**src/design/paf_pkg.sv**
```systemverilog
// ----------------------------------------------------------------------------
// paf_pkg
// Shared sizes, status codes and partition entry type of the allocator.
// ----------------------------------------------------------------------------
package paf_pkg;

    localparam int MEM_UNITS = 1024;
    localparam int MAX_PARTS = 64;

    localparam int START_W = $clog2(MEM_UNITS);
    localparam int SIZE_W  = $clog2(MEM_UNITS + 1);
    localparam int IDX_W   = $clog2(MAX_PARTS);
    localparam int CNT_W   = $clog2(MAX_PARTS + 1);
    localparam int CMP_W   = (SIZE_W > 11) ? SIZE_W : 11;

    localparam int OWNER_W = 16;
    localparam int REQ_W   = 11;
    localparam int ADDR_W  = 10;

    localparam logic [1:0] ST_OK     = 2'd0;
    localparam logic [1:0] ST_NOFIT  = 2'd1;
    localparam logic [1:0] ST_NOTASK = 2'd2;
    localparam logic [1:0] ST_FULL   = 2'd3;

    localparam logic CMD_ALLOC = 1'b0;
    localparam logic CMD_FREE  = 1'b1;

    localparam logic FIT_FIRST = 1'b0;

    localparam logic REG_FIT_MODE = 1'b0;

    localparam logic [5:0] MIN_LEFTOVER_RST = 6'd5;

    typedef struct packed {
        logic [START_W-1:0] start;
        logic [SIZE_W-1:0]  size;
        logic [OWNER_W-1:0] owner;
        logic               busy;
    } ent_t;

    localparam int ENT_W = $bits(ent_t);

    function automatic logic [ADDR_W-1:0] to_addr(input logic [START_W-1:0] s);
        logic [31:0] t;
        t = 32'(s);
        return t[ADDR_W-1:0];
    endfunction

endpackage

```
**src/design/paf_ram.sv**
```systemverilog
// ----------------------------------------------------------------------------
// paf_ram
// Simple dual-port RAM, one write and one registered read port.
// ----------------------------------------------------------------------------
module paf_ram #(
    parameter int WIDTH = 8,
    parameter int DEPTH = 16
) (
    input  logic                     aclk,
    input  logic                     we,
    input  logic [$clog2(DEPTH)-1:0] waddr,
    input  logic [WIDTH-1:0]         wdata,
    input  logic [$clog2(DEPTH)-1:0] raddr,
    output logic [WIDTH-1:0]         rdata
);

    logic [WIDTH-1:0] mem [DEPTH];

    always_ff @(posedge aclk) begin
        if (we) begin
            mem[waddr] <= wdata;
        end
        rdata <= mem[raddr];
    end

endmodule

```
**src/design/partition_allocator_first_best_fit.sv**
```systemverilog
// ----------------------------------------------------------------------------
// partition_allocator_first_best_fit
// Variable partition allocator, first fit or best fit, table held in RAM.
// ----------------------------------------------------------------------------
//  channel | direction | fields
//  s_      | in        | cmd, task_id, request_size
//  m_      | out       | status, start_addr
//  apb     | cfg       | fit_mode at 0x0, min_leftover at 0x4
//
// Allocate: scans entries; on a split moves later entries up and writes the tail; writes the head.
// Free: scans entries, checks the neighbours of each released entry and merges free ones,
// moving later entries down on each merge. One table RAM access per cycle; one item at a time.
// After reset the INIT state writes entry 0 before the first transfer.
// A held result stalls only the next completion, not the table work.
// ----------------------------------------------------------------------------
module partition_allocator_first_best_fit (
    input  logic        aclk,
    input  logic        aresetn,

    input  logic        s_valid,
    output logic        s_ready,
    input  logic        s_cmd,
    input  logic [15:0] s_task_id,
    input  logic [10:0] s_request_size,

    output logic        m_valid,
    input  logic        m_ready,
    output logic [1:0]  m_status,
    output logic [9:0]  m_start_addr,

    input  logic        psel,
    input  logic        penable,
    input  logic        pwrite,
    input  logic [2:0]  paddr,
    input  logic [31:0] pwdata,
    output logic [31:0] prdata,
    output logic        pready
);

    typedef enum logic [3:0] {
        INIT, IDLE, A_RD, A_CHK, A_DEC, A_SH_RD, A_SH_WR, A_WR_TAIL, A_WR_HEAD,
        F_RD, F_CHK, F_NCHK, F_MRG, D_RD, D_WR, DONE
    } state_t;

    state_t state_reg;

    logic                        fit_mode_reg;
    logic [5:0]                  min_leftover_reg;

    logic [paf_pkg::CNT_W-1:0]   count_reg;
    logic [paf_pkg::CNT_W-1:0]   k_reg;
    logic [paf_pkg::CNT_W-1:0]   j_reg;
    logic [1:0]                  drop_reg;
    logic [paf_pkg::IDX_W-1:0]   pick_reg;
    paf_pkg::ent_t               pick_ent_reg;
    logic                        found_reg;
    logic                        split_reg;
    logic                        hit_reg;
    paf_pkg::ent_t               prev_reg;
    paf_pkg::ent_t               cur_reg;
    logic                        nfree_reg;
    logic [paf_pkg::SIZE_W-1:0]  nsize_reg;
    logic [paf_pkg::OWNER_W-1:0] task_reg;
    logic [paf_pkg::REQ_W-1:0]   want_reg;
    logic [1:0]                  status_reg;
    logic [paf_pkg::ADDR_W-1:0]  addr_reg;

    logic                        ram_we;
    logic [paf_pkg::IDX_W-1:0]   ram_waddr;
    paf_pkg::ent_t               ram_wdata;
    logic [paf_pkg::IDX_W-1:0]   ram_raddr;
    paf_pkg::ent_t               ram_rdata;

    logic [paf_pkg::CNT_W-1:0]   kp1;
    logic [paf_pkg::CNT_W-1:0]   km1;
    logic [paf_pkg::CNT_W:0]     jd;
    logic [paf_pkg::CMP_W-1:0]   want_c;
    logic                        a_fits;
    logic                        a_take;
    logic                        split_need;
    paf_pkg::ent_t               head_ent;
    paf_pkg::ent_t               tail_ent;
    logic [paf_pkg::SIZE_W-1:0]  msize;
    paf_pkg::ent_t               merged;
    paf_pkg::ent_t               prev_new;
    logic                        prev_merge;
    logic [1:0]                  f_drop;
    logic [paf_pkg::CNT_W-1:0]   f_p;
    logic [paf_pkg::CNT_W:0]     f_pd;
    logic [paf_pkg::CNT_W:0]     jd1;

    paf_ram #(
        .WIDTH (paf_pkg::ENT_W),
        .DEPTH (paf_pkg::MAX_PARTS)
    ) u_table (
        .aclk  (aclk),
        .we    (ram_we),
        .waddr (ram_waddr),
        .wdata (ram_wdata),
        .raddr (ram_raddr),
        .rdata (ram_rdata)
    );

    assign pready  = 1'b1;
    assign prdata  = (paddr[2] == paf_pkg::REG_FIT_MODE) ? {31'd0, fit_mode_reg}
                                                          : {26'd0, min_leftover_reg};
    assign s_ready = (state_reg == IDLE);

    always_ff @(posedge aclk) begin
        if (!aresetn) begin
            fit_mode_reg     <= paf_pkg::FIT_FIRST;
            min_leftover_reg <= paf_pkg::MIN_LEFTOVER_RST;
        end else if (psel && penable && pwrite) begin
            if (paddr[2] == paf_pkg::REG_FIT_MODE) begin
                fit_mode_reg <= pwdata[0];
            end else begin
                min_leftover_reg <= pwdata[5:0];
            end
        end
    end

    always_comb begin
        kp1        = paf_pkg::CNT_W'(k_reg + 1'b1);
        km1        = paf_pkg::CNT_W'(k_reg - 1'b1);
        jd         = (paf_pkg::CNT_W+1)'(j_reg) + (paf_pkg::CNT_W+1)'(drop_reg);
        jd1        = jd + 1'b1;
        want_c     = paf_pkg::CMP_W'(want_reg);
        a_fits     = !ram_rdata.busy && (paf_pkg::CMP_W'(ram_rdata.size) >= want_c);
        a_take     = a_fits && ((fit_mode_reg == paf_pkg::FIT_FIRST) || !found_reg ||
                                (ram_rdata.size < pick_ent_reg.size));
        split_need = (paf_pkg::CMP_W'(pick_ent_reg.size) - want_c)
                     > paf_pkg::CMP_W'(min_leftover_reg);

        head_ent       = pick_ent_reg;
        head_ent.size  = split_reg ? paf_pkg::SIZE_W'(want_reg) : pick_ent_reg.size;
        head_ent.owner = task_reg;
        head_ent.busy  = 1'b1;

        tail_ent.start = paf_pkg::START_W'(paf_pkg::CMP_W'(pick_ent_reg.start) + want_c);
        tail_ent.size  = paf_pkg::SIZE_W'(paf_pkg::CMP_W'(pick_ent_reg.size) - want_c);
        tail_ent.owner = '0;
        tail_ent.busy  = 1'b0;

        msize        = cur_reg.size + (nfree_reg ? nsize_reg : '0);
        merged.start = cur_reg.start;
        merged.size  = msize;
        merged.owner = '0;
        merged.busy  = 1'b0;
        prev_new      = prev_reg;
        prev_new.size = prev_reg.size + msize;

        prev_merge = (k_reg != '0) && !prev_reg.busy;
        f_drop     = 2'(prev_merge) + 2'(nfree_reg);
        f_p        = prev_merge ? k_reg : kp1;
        f_pd       = (paf_pkg::CNT_W+1)'(f_p) + (paf_pkg::CNT_W+1)'(f_drop);
    end

    always_comb begin
        ram_we    = 1'b0;
        ram_waddr = '0;
        ram_wdata = ram_rdata;
        ram_raddr = '0;
        case (state_reg)
            INIT: begin
                ram_we          = 1'b1;
                ram_wdata.start = '0;
                ram_wdata.size  = paf_pkg::SIZE_W'(paf_pkg::MEM_UNITS);
                ram_wdata.owner = '0;
                ram_wdata.busy  = 1'b0;
            end
            A_RD, F_RD: ram_raddr = k_reg[paf_pkg::IDX_W-1:0];
            F_CHK:      ram_raddr = kp1[paf_pkg::IDX_W-1:0];
            A_SH_RD:    ram_raddr = j_reg[paf_pkg::IDX_W-1:0];
            A_SH_WR: begin
                ram_we    = 1'b1;
                ram_waddr = paf_pkg::IDX_W'(j_reg + 1'b1);
            end
            A_WR_TAIL: begin
                ram_we    = 1'b1;
                ram_waddr = paf_pkg::IDX_W'(pick_reg + 1'b1);
                ram_wdata = tail_ent;
            end
            A_WR_HEAD: begin
                ram_we    = 1'b1;
                ram_waddr = pick_reg;
                ram_wdata = head_ent;
            end
            F_MRG: begin
                ram_we    = 1'b1;
                ram_waddr = prev_merge ? km1[paf_pkg::IDX_W-1:0] : k_reg[paf_pkg::IDX_W-1:0];
                ram_wdata = prev_merge ? prev_new : merged;
            end
            D_RD: ram_raddr = jd[paf_pkg::IDX_W-1:0];
            D_WR: begin
                ram_we    = 1'b1;
                ram_waddr = j_reg[paf_pkg::IDX_W-1:0];
            end
            default: ;
        endcase
    end

    always_ff @(posedge aclk) begin
        if (!aresetn) begin
            state_reg <= INIT;
            count_reg <= paf_pkg::CNT_W'(1);
            m_valid   <= 1'b0;
        end else begin
            if (m_ready && state_reg != DONE) begin
                m_valid <= 1'b0;
            end
            case (state_reg)
                INIT: state_reg <= IDLE;
                IDLE: begin
                    if (s_valid) begin
                        task_reg  <= s_task_id;
                        want_reg  <= s_request_size;
                        addr_reg  <= '0;
                        k_reg     <= '0;
                        found_reg <= 1'b0;
                        hit_reg   <= 1'b0;
                        if (s_cmd == paf_pkg::CMD_FREE) begin
                            state_reg <= F_RD;
                        end else if (s_request_size == '0) begin
                            status_reg <= paf_pkg::ST_NOFIT;
                            state_reg  <= DONE;
                        end else begin
                            state_reg <= A_RD;
                        end
                    end
                end
                A_RD: state_reg <= A_CHK;
                A_CHK: begin
                    if (a_take) begin
                        pick_reg     <= k_reg[paf_pkg::IDX_W-1:0];
                        pick_ent_reg <= ram_rdata;
                        found_reg    <= 1'b1;
                    end
                    if ((a_take && fit_mode_reg == paf_pkg::FIT_FIRST) || kp1 >= count_reg) begin
                        state_reg <= A_DEC;
                    end else begin
                        k_reg     <= kp1;
                        state_reg <= A_RD;
                    end
                end
                A_DEC: begin
                    if (!found_reg) begin
                        status_reg <= paf_pkg::ST_NOFIT;
                        state_reg  <= DONE;
                    end else if (!split_need) begin
                        split_reg <= 1'b0;
                        state_reg <= A_WR_HEAD;
                    end else if (count_reg >= paf_pkg::CNT_W'(paf_pkg::MAX_PARTS)) begin
                        status_reg <= paf_pkg::ST_FULL;
                        state_reg  <= DONE;
                    end else begin
                        j_reg     <= paf_pkg::CNT_W'(count_reg - 1'b1);
                        state_reg <= (paf_pkg::CNT_W'(count_reg - 1'b1) >
                                      paf_pkg::CNT_W'(pick_reg)) ? A_SH_RD : A_WR_TAIL;
                    end
                end
                A_SH_RD: state_reg <= A_SH_WR;
                A_SH_WR: begin
                    j_reg     <= paf_pkg::CNT_W'(j_reg - 1'b1);
                    state_reg <= (paf_pkg::CNT_W'(j_reg - 1'b1) >
                                  paf_pkg::CNT_W'(pick_reg)) ? A_SH_RD : A_WR_TAIL;
                end
                A_WR_TAIL: begin
                    count_reg <= paf_pkg::CNT_W'(count_reg + 1'b1);
                    split_reg <= 1'b1;
                    state_reg <= A_WR_HEAD;
                end
                A_WR_HEAD: begin
                    status_reg <= paf_pkg::ST_OK;
                    addr_reg   <= paf_pkg::to_addr(pick_ent_reg.start);
                    state_reg  <= DONE;
                end
                F_RD: begin
                    if (k_reg >= count_reg) begin
                        status_reg <= hit_reg ? paf_pkg::ST_OK : paf_pkg::ST_NOTASK;
                        state_reg  <= DONE;
                    end else begin
                        state_reg <= F_CHK;
                    end
                end
                F_CHK: begin
                    if (ram_rdata.busy && ram_rdata.owner == task_reg) begin
                        hit_reg <= 1'b1;
                        cur_reg <= ram_rdata;
                        if (kp1 < count_reg) begin
                            state_reg <= F_NCHK;
                        end else begin
                            nfree_reg <= 1'b0;
                            state_reg <= F_MRG;
                        end
                    end else begin
                        prev_reg  <= ram_rdata;
                        k_reg     <= kp1;
                        state_reg <= F_RD;
                    end
                end
                F_NCHK: begin
                    nfree_reg <= !ram_rdata.busy;
                    nsize_reg <= ram_rdata.size;
                    state_reg <= F_MRG;
                end
                F_MRG: begin
                    prev_reg <= prev_merge ? prev_new : merged;
                    if (!prev_merge) begin
                        k_reg <= kp1;
                    end
                    j_reg    <= f_p;
                    drop_reg <= f_drop;
                    if (f_drop == 2'd0) begin
                        state_reg <= F_RD;
                    end else if (f_pd < (paf_pkg::CNT_W+1)'(count_reg)) begin
                        state_reg <= D_RD;
                    end else begin
                        count_reg <= paf_pkg::CNT_W'(count_reg - f_drop);
                        state_reg <= F_RD;
                    end
                end
                D_RD: state_reg <= D_WR;
                D_WR: begin
                    j_reg <= paf_pkg::CNT_W'(j_reg + 1'b1);
                    if (jd1 < (paf_pkg::CNT_W+1)'(count_reg)) begin
                        state_reg <= D_RD;
                    end else begin
                        count_reg <= paf_pkg::CNT_W'(count_reg - drop_reg);
                        state_reg <= F_RD;
                    end
                end
                DONE: begin
                    if (!m_valid || m_ready) begin
                        m_valid      <= 1'b1;
                        m_status     <= status_reg;
                        m_start_addr <= addr_reg;
                        state_reg    <= IDLE;
                    end
                end
                default: state_reg <= IDLE;
            endcase
        end
    end

endmodule

```
**config.mk**
```make
export PLATFORM = sky130hd
export DESIGN_NAME = partition_allocator_first_best_fit
export DESIGN_NICKNAME = d
export VERILOG_FILES = /design/src/design/paf_pkg.sv /design/src/design/paf_ram.sv /design/src/design/partition_allocator_first_best_fit.sv
export SDC_FILE = /design/constraint.sdc
export NUM_CORES = 2
export LEC_CHECK = 0
export ABC_AREA = 1
export BUFFER_PORTS_ARGS = -buffer_cell sky130_fd_sc_hd__buf_4
export CORE_ASPECT_RATIO = 0.75
export CORE_MARGIN = 2
export CORE_UTILIZATION = 40
export DETAILED_ROUTE_END_ITERATION = 6
export GPL_TIMING_DRIVEN = 0
export MAX_ROUTING_LAYER = met4
export SYNTH_ARGS = -nofsm -noshare
export SYNTH_HDL_FRONTEND = slang
export SYNTH_SLANG_ARGS = --single-unit
```
**constraint.sdc**
```tcl
create_clock -name aclk -period 16.2 [get_ports aclk]
set_clock_uncertainty 0.15 [all_clocks]
set_input_delay 0.81 -clock aclk [delete_from_list [all_inputs] [get_ports aclk]]
set_output_delay 0.81 -clock aclk [all_outputs]
set_load 0.005 [all_outputs]
```
==> results.json <==
{
  "max_clock_freq_mhz": 165,
  "sw_frac_of_total": 0.409,
  "cts_htree_levels": 5,
  "r2r-end": "u_table.mem[3][21]",
  "flow.area_growth_from_synthesis_pct": 15.8,
  "core_area_sq_mm": 0.296,
  "leakage_dissipation_nw": 56.7,
  "postCtsResizedCells": 0,
  "cts_setup_buffers": 0,
  "fraction_of_final_layout_cells_sized_beyond_drive_strength_1": 0.0963,
  "end_kind": "flip-flop",
  "multi_input_area_sq_mm": 0.0291,
  "timing.max_cap.violations": 2,
  "grt_usage": 0.279,
  "hp-class": "in2reg",
  "clock_insertion_delay_worst_skew_ps": 890,
  "cts_buffer_depth": 4,
  "worstPathMaxFanout": 25,
  "power_density_over_the_cells_mw_per_mm2": 185,
  "hold_path_startpoint": "pwdata[4]",
  "totalWireLength_um": 414000,
  "startpoint_type": "flip-flop",
  "io_pins": 117,
  "most_used_dff_post_synth": "sky130_fd_sc_hd__edfxtp_1",
  "synthArstFlopShare": 0,
  "finalNetCount": 12194,
  "fin_crit_sh": 0.375,
  "syn_area_per_cell_sq_um": 10.4,
  "gpl.final_weighted_congestion": 0.997,
  "die-width_um": 633,
  "setup_tns_ps": 0,
  "internal_power_w": 0.0150,
  "rsz0062_at_grt": "no",
  "run_status": "finished, violations left",
  "initial_utilization": 0.401,
  "tightestPinTransition_ps": 1620,
  "filler_cell_count": 27391,
  "p_clk_frac": 0.242,
  "syn-cell-area_sq_mm": 0.119,
  "grt_max_degree": 65,
  "ys_ff_latch": 2657,
  "tritoncts.num_buffers": 271,
  "design.die.area_sq_mm": 0.301,
  "ir_worst_vdd_v": 0.000130,
  "num_vias": 86109,
  "cp.required_ps": 16580,
  "synth_enable_flop_cells": 2600,
  "drtAntennaViolNets": 0,
  "finalHoldViolCount": 0,
  "timing.hold.ws_ps": 76.8,
  "io_port_bufs": 60,
  "rows": 173,
  "vias_per_cell": 5.33,
  "crit_type": "reg2reg",
  "mostFrequentLayoutCells": "sky130_fd_sc_hd__edfxtp_1, sky130_fd_sc_hd__nand2_1, sky130_fd_sc_hd__inv_1",
  "clk_pin_slew_ps": 60,
  "ys_seq_area_frac": 0.668,
  "global_route.overflow_total": 0,
  "failed_checks": "capacitance limit, slew limit",
  "clk_root_buffer_cell": "sky130_fd_sc_hd__clkbuf_16",
  "timing.final.crit_period_ps": 6080,
  "detailedRoute.firstIterationViolations": 13488,
  "detail_route.wl_per_cell_um": 25.6,
  "grt_pass1_wl_um": 576000,
  "critPathArrivalTime_ps": 6450,
  "detail_route.drc_violations": 0,
  "finalMaxSlewViolations": 11,
  "layout.area.seq_sq_mm": 0.0792,
  "net_switching_power_w": 0.0104,
  "layout.cells.most_common": "sky130_fd_sc_hd__edfxtp_1",
  "power.share.combinational": 0.387,
  "worst_hold_path.num_cells": 3,
  "synth_cell_type_count": 55,
  "dr.pass1.iters": 7,
  "grt_pass1_vias": 77578,
  "number_of_flip_flops_in_the_largest_register": 2432,
  "ys.warnings.count": 0,
  "die_ht_um": 476,
  "rrSetupSlack_ps": 10120,
  "antenna_found_initial": 28,
  "dp_hpwl_um": 302000,
  "gate_count_of_the_mapped_netlist": 11373,
  "rr_startpoint": "k_reg[0]",
  "setup-violations-final": 0,
  "endpoint_of_the_worst_hold_path": "min_leftover_reg[4]",
  "share_seq_of_total_power": 0.371,
  "cts_tree": "done",
  "regMostFlops": "u_table.mem",
  "clock-sinks": 2657,
  "relSlewSlack": -0.0792,
  "logic_depth_of_the_worst_register_to_register_path": 16
}
==> repair_timing <==
action / 4_1_cts / 5_1_grt
setup endpoints to repair: 0 / 0
hold buffers: 29 / 0
endpoints found under the hold margin: 29 / 0
==> power by group through the flow <==
stage | Sequential [W] | Clock [W] | Combinational (W)
final | 0.00940 | 0.00613 | 0.00980
after global routing | 0.00941 | 0.00642 | 0.0101
after CTS | 0.00940 | 0.00616 | 0.00944
after detailed placement | 0.00954 | 0 | 0.00941
after global placement | 0.0102 | 0 | 0.00841
after floorplan | 0.00967 | 0 | 0.00415
==> final cells by class <==
type	instances	share of cell area
antenna	30	0.000547
buffer	595	0.0213
clock inverter	122	0.00764
clock buffer	342	0.0528
sequential	2657	0.577
timing repair buffer	324	0.0324
multi-input combinational	5946	0.212
tap	3937	0.0359
inverter	2200	0.0602
==> per-stage QoR <==
step | utilization | power (W) | setup slack [ps] | cell area, sq um | cells
after floorplan | - | 0.0138 | 9680 | 119000 | 11398
after global placement | 0.420 | 0.0186 | -840 | 124000 | 15395
after detailed placement | 0.435 | 0.0190 | 10380 | 129000 | 15629
after CTS | 0.464 | 0.0250 | 10340 | 137000 | 16122
after global routing | 0.464 | 0.0260 | 9720 | 137000 | 16132
final | 0.464 | 0.0253 | 10120 | 137000 | 16153
==> worst max-delay path: stages, from the launching register on <==
cell and delay, ps:
sky130_fd_sc_hd__edfxtp_1 630, sky130_fd_sc_hd__inv_1 320, sky130_fd_sc_hd__ha_1 280, sky130_fd_sc_hd__inv_1 100
sky130_fd_sc_hd__nor2_1 50, sky130_fd_sc_hd__nand3_1 160, sky130_fd_sc_hd__nand2_1 220, sky130_fd_sc_hd__buf_4 250
sky130_fd_sc_hd__buf_2 210, sky130_fd_sc_hd__a21oi_1 450, sky130_fd_sc_hd__a211oi_1 90, sky130_fd_sc_hd__o21ai_1 390
sky130_fd_sc_hd__inv_1 100, sky130_fd_sc_hd__nor2_1 160, sky130_fd_sc_hd__nand2_1 730, sky130_fd_sc_hd__nor2_4 1080
sky130_fd_sc_hd__buf_12 280
==> Yosys cell counts (all sizes together) (14+ instances only) <==
library cell,number,share of area
dfxtp,57,0.0096
nand3,2014,0.085
o2111ai,14,0.0010
o22ai,15,0.00084
edfxtp,2600,0.66
xor2,40,0.0030
a21oi,164,0.0070
nand4,27,0.0014
buf,458,0.020
ha,123,0.013
inv,2197,0.070
nand3b,41,0.0026
nor2,229,0.0074
o211ai,178,0.011
clkbuf,137,0.0043
o21ai,412,0.017
nor3,23,0.0010
nand2,2571,0.082
==> worst max-delay path by stage <==
stage,start,end,slack (ps),cells past startpoint
floorplan,state_reg[2],u_table.mem[0][30],9680,6
global placement,state_reg[2],u_table.mem[3][30],-840,6
detailed placement,k_reg[0],count_reg[4],10380,33
CTS,k_reg[0],count_reg[4],10340,33
global route,k_reg[0],count_reg[5],9720,33
finish,k_reg[0],u_table.mem[3][21],10120,16
==> cells by family after synthesis <==
| logic type | share of synthesized area |
|---|---|
| compound gates | 0.0402 |
| flops | 0.668 |
| simple gates | 0.180 |
| other cells | 0.0000633 |
| fa+ha+maj | 0.0140 |
| xor+xnor | 0.00355 |
| buf+inv | 0.0943 |
==> metal layers <==
layer | track usage | wire length (um) | up-vias
met4 | 0.0903 | 15300 | 0
li1 | - | - | 39018
met1 | 0.407 | 177000 | 41557
met2 | 0.372 | 165000 | 4878
met5 | - | 0 | -
met3 | 0.0755 | 55900 | 656
Power figures use the tool's default switching activity.
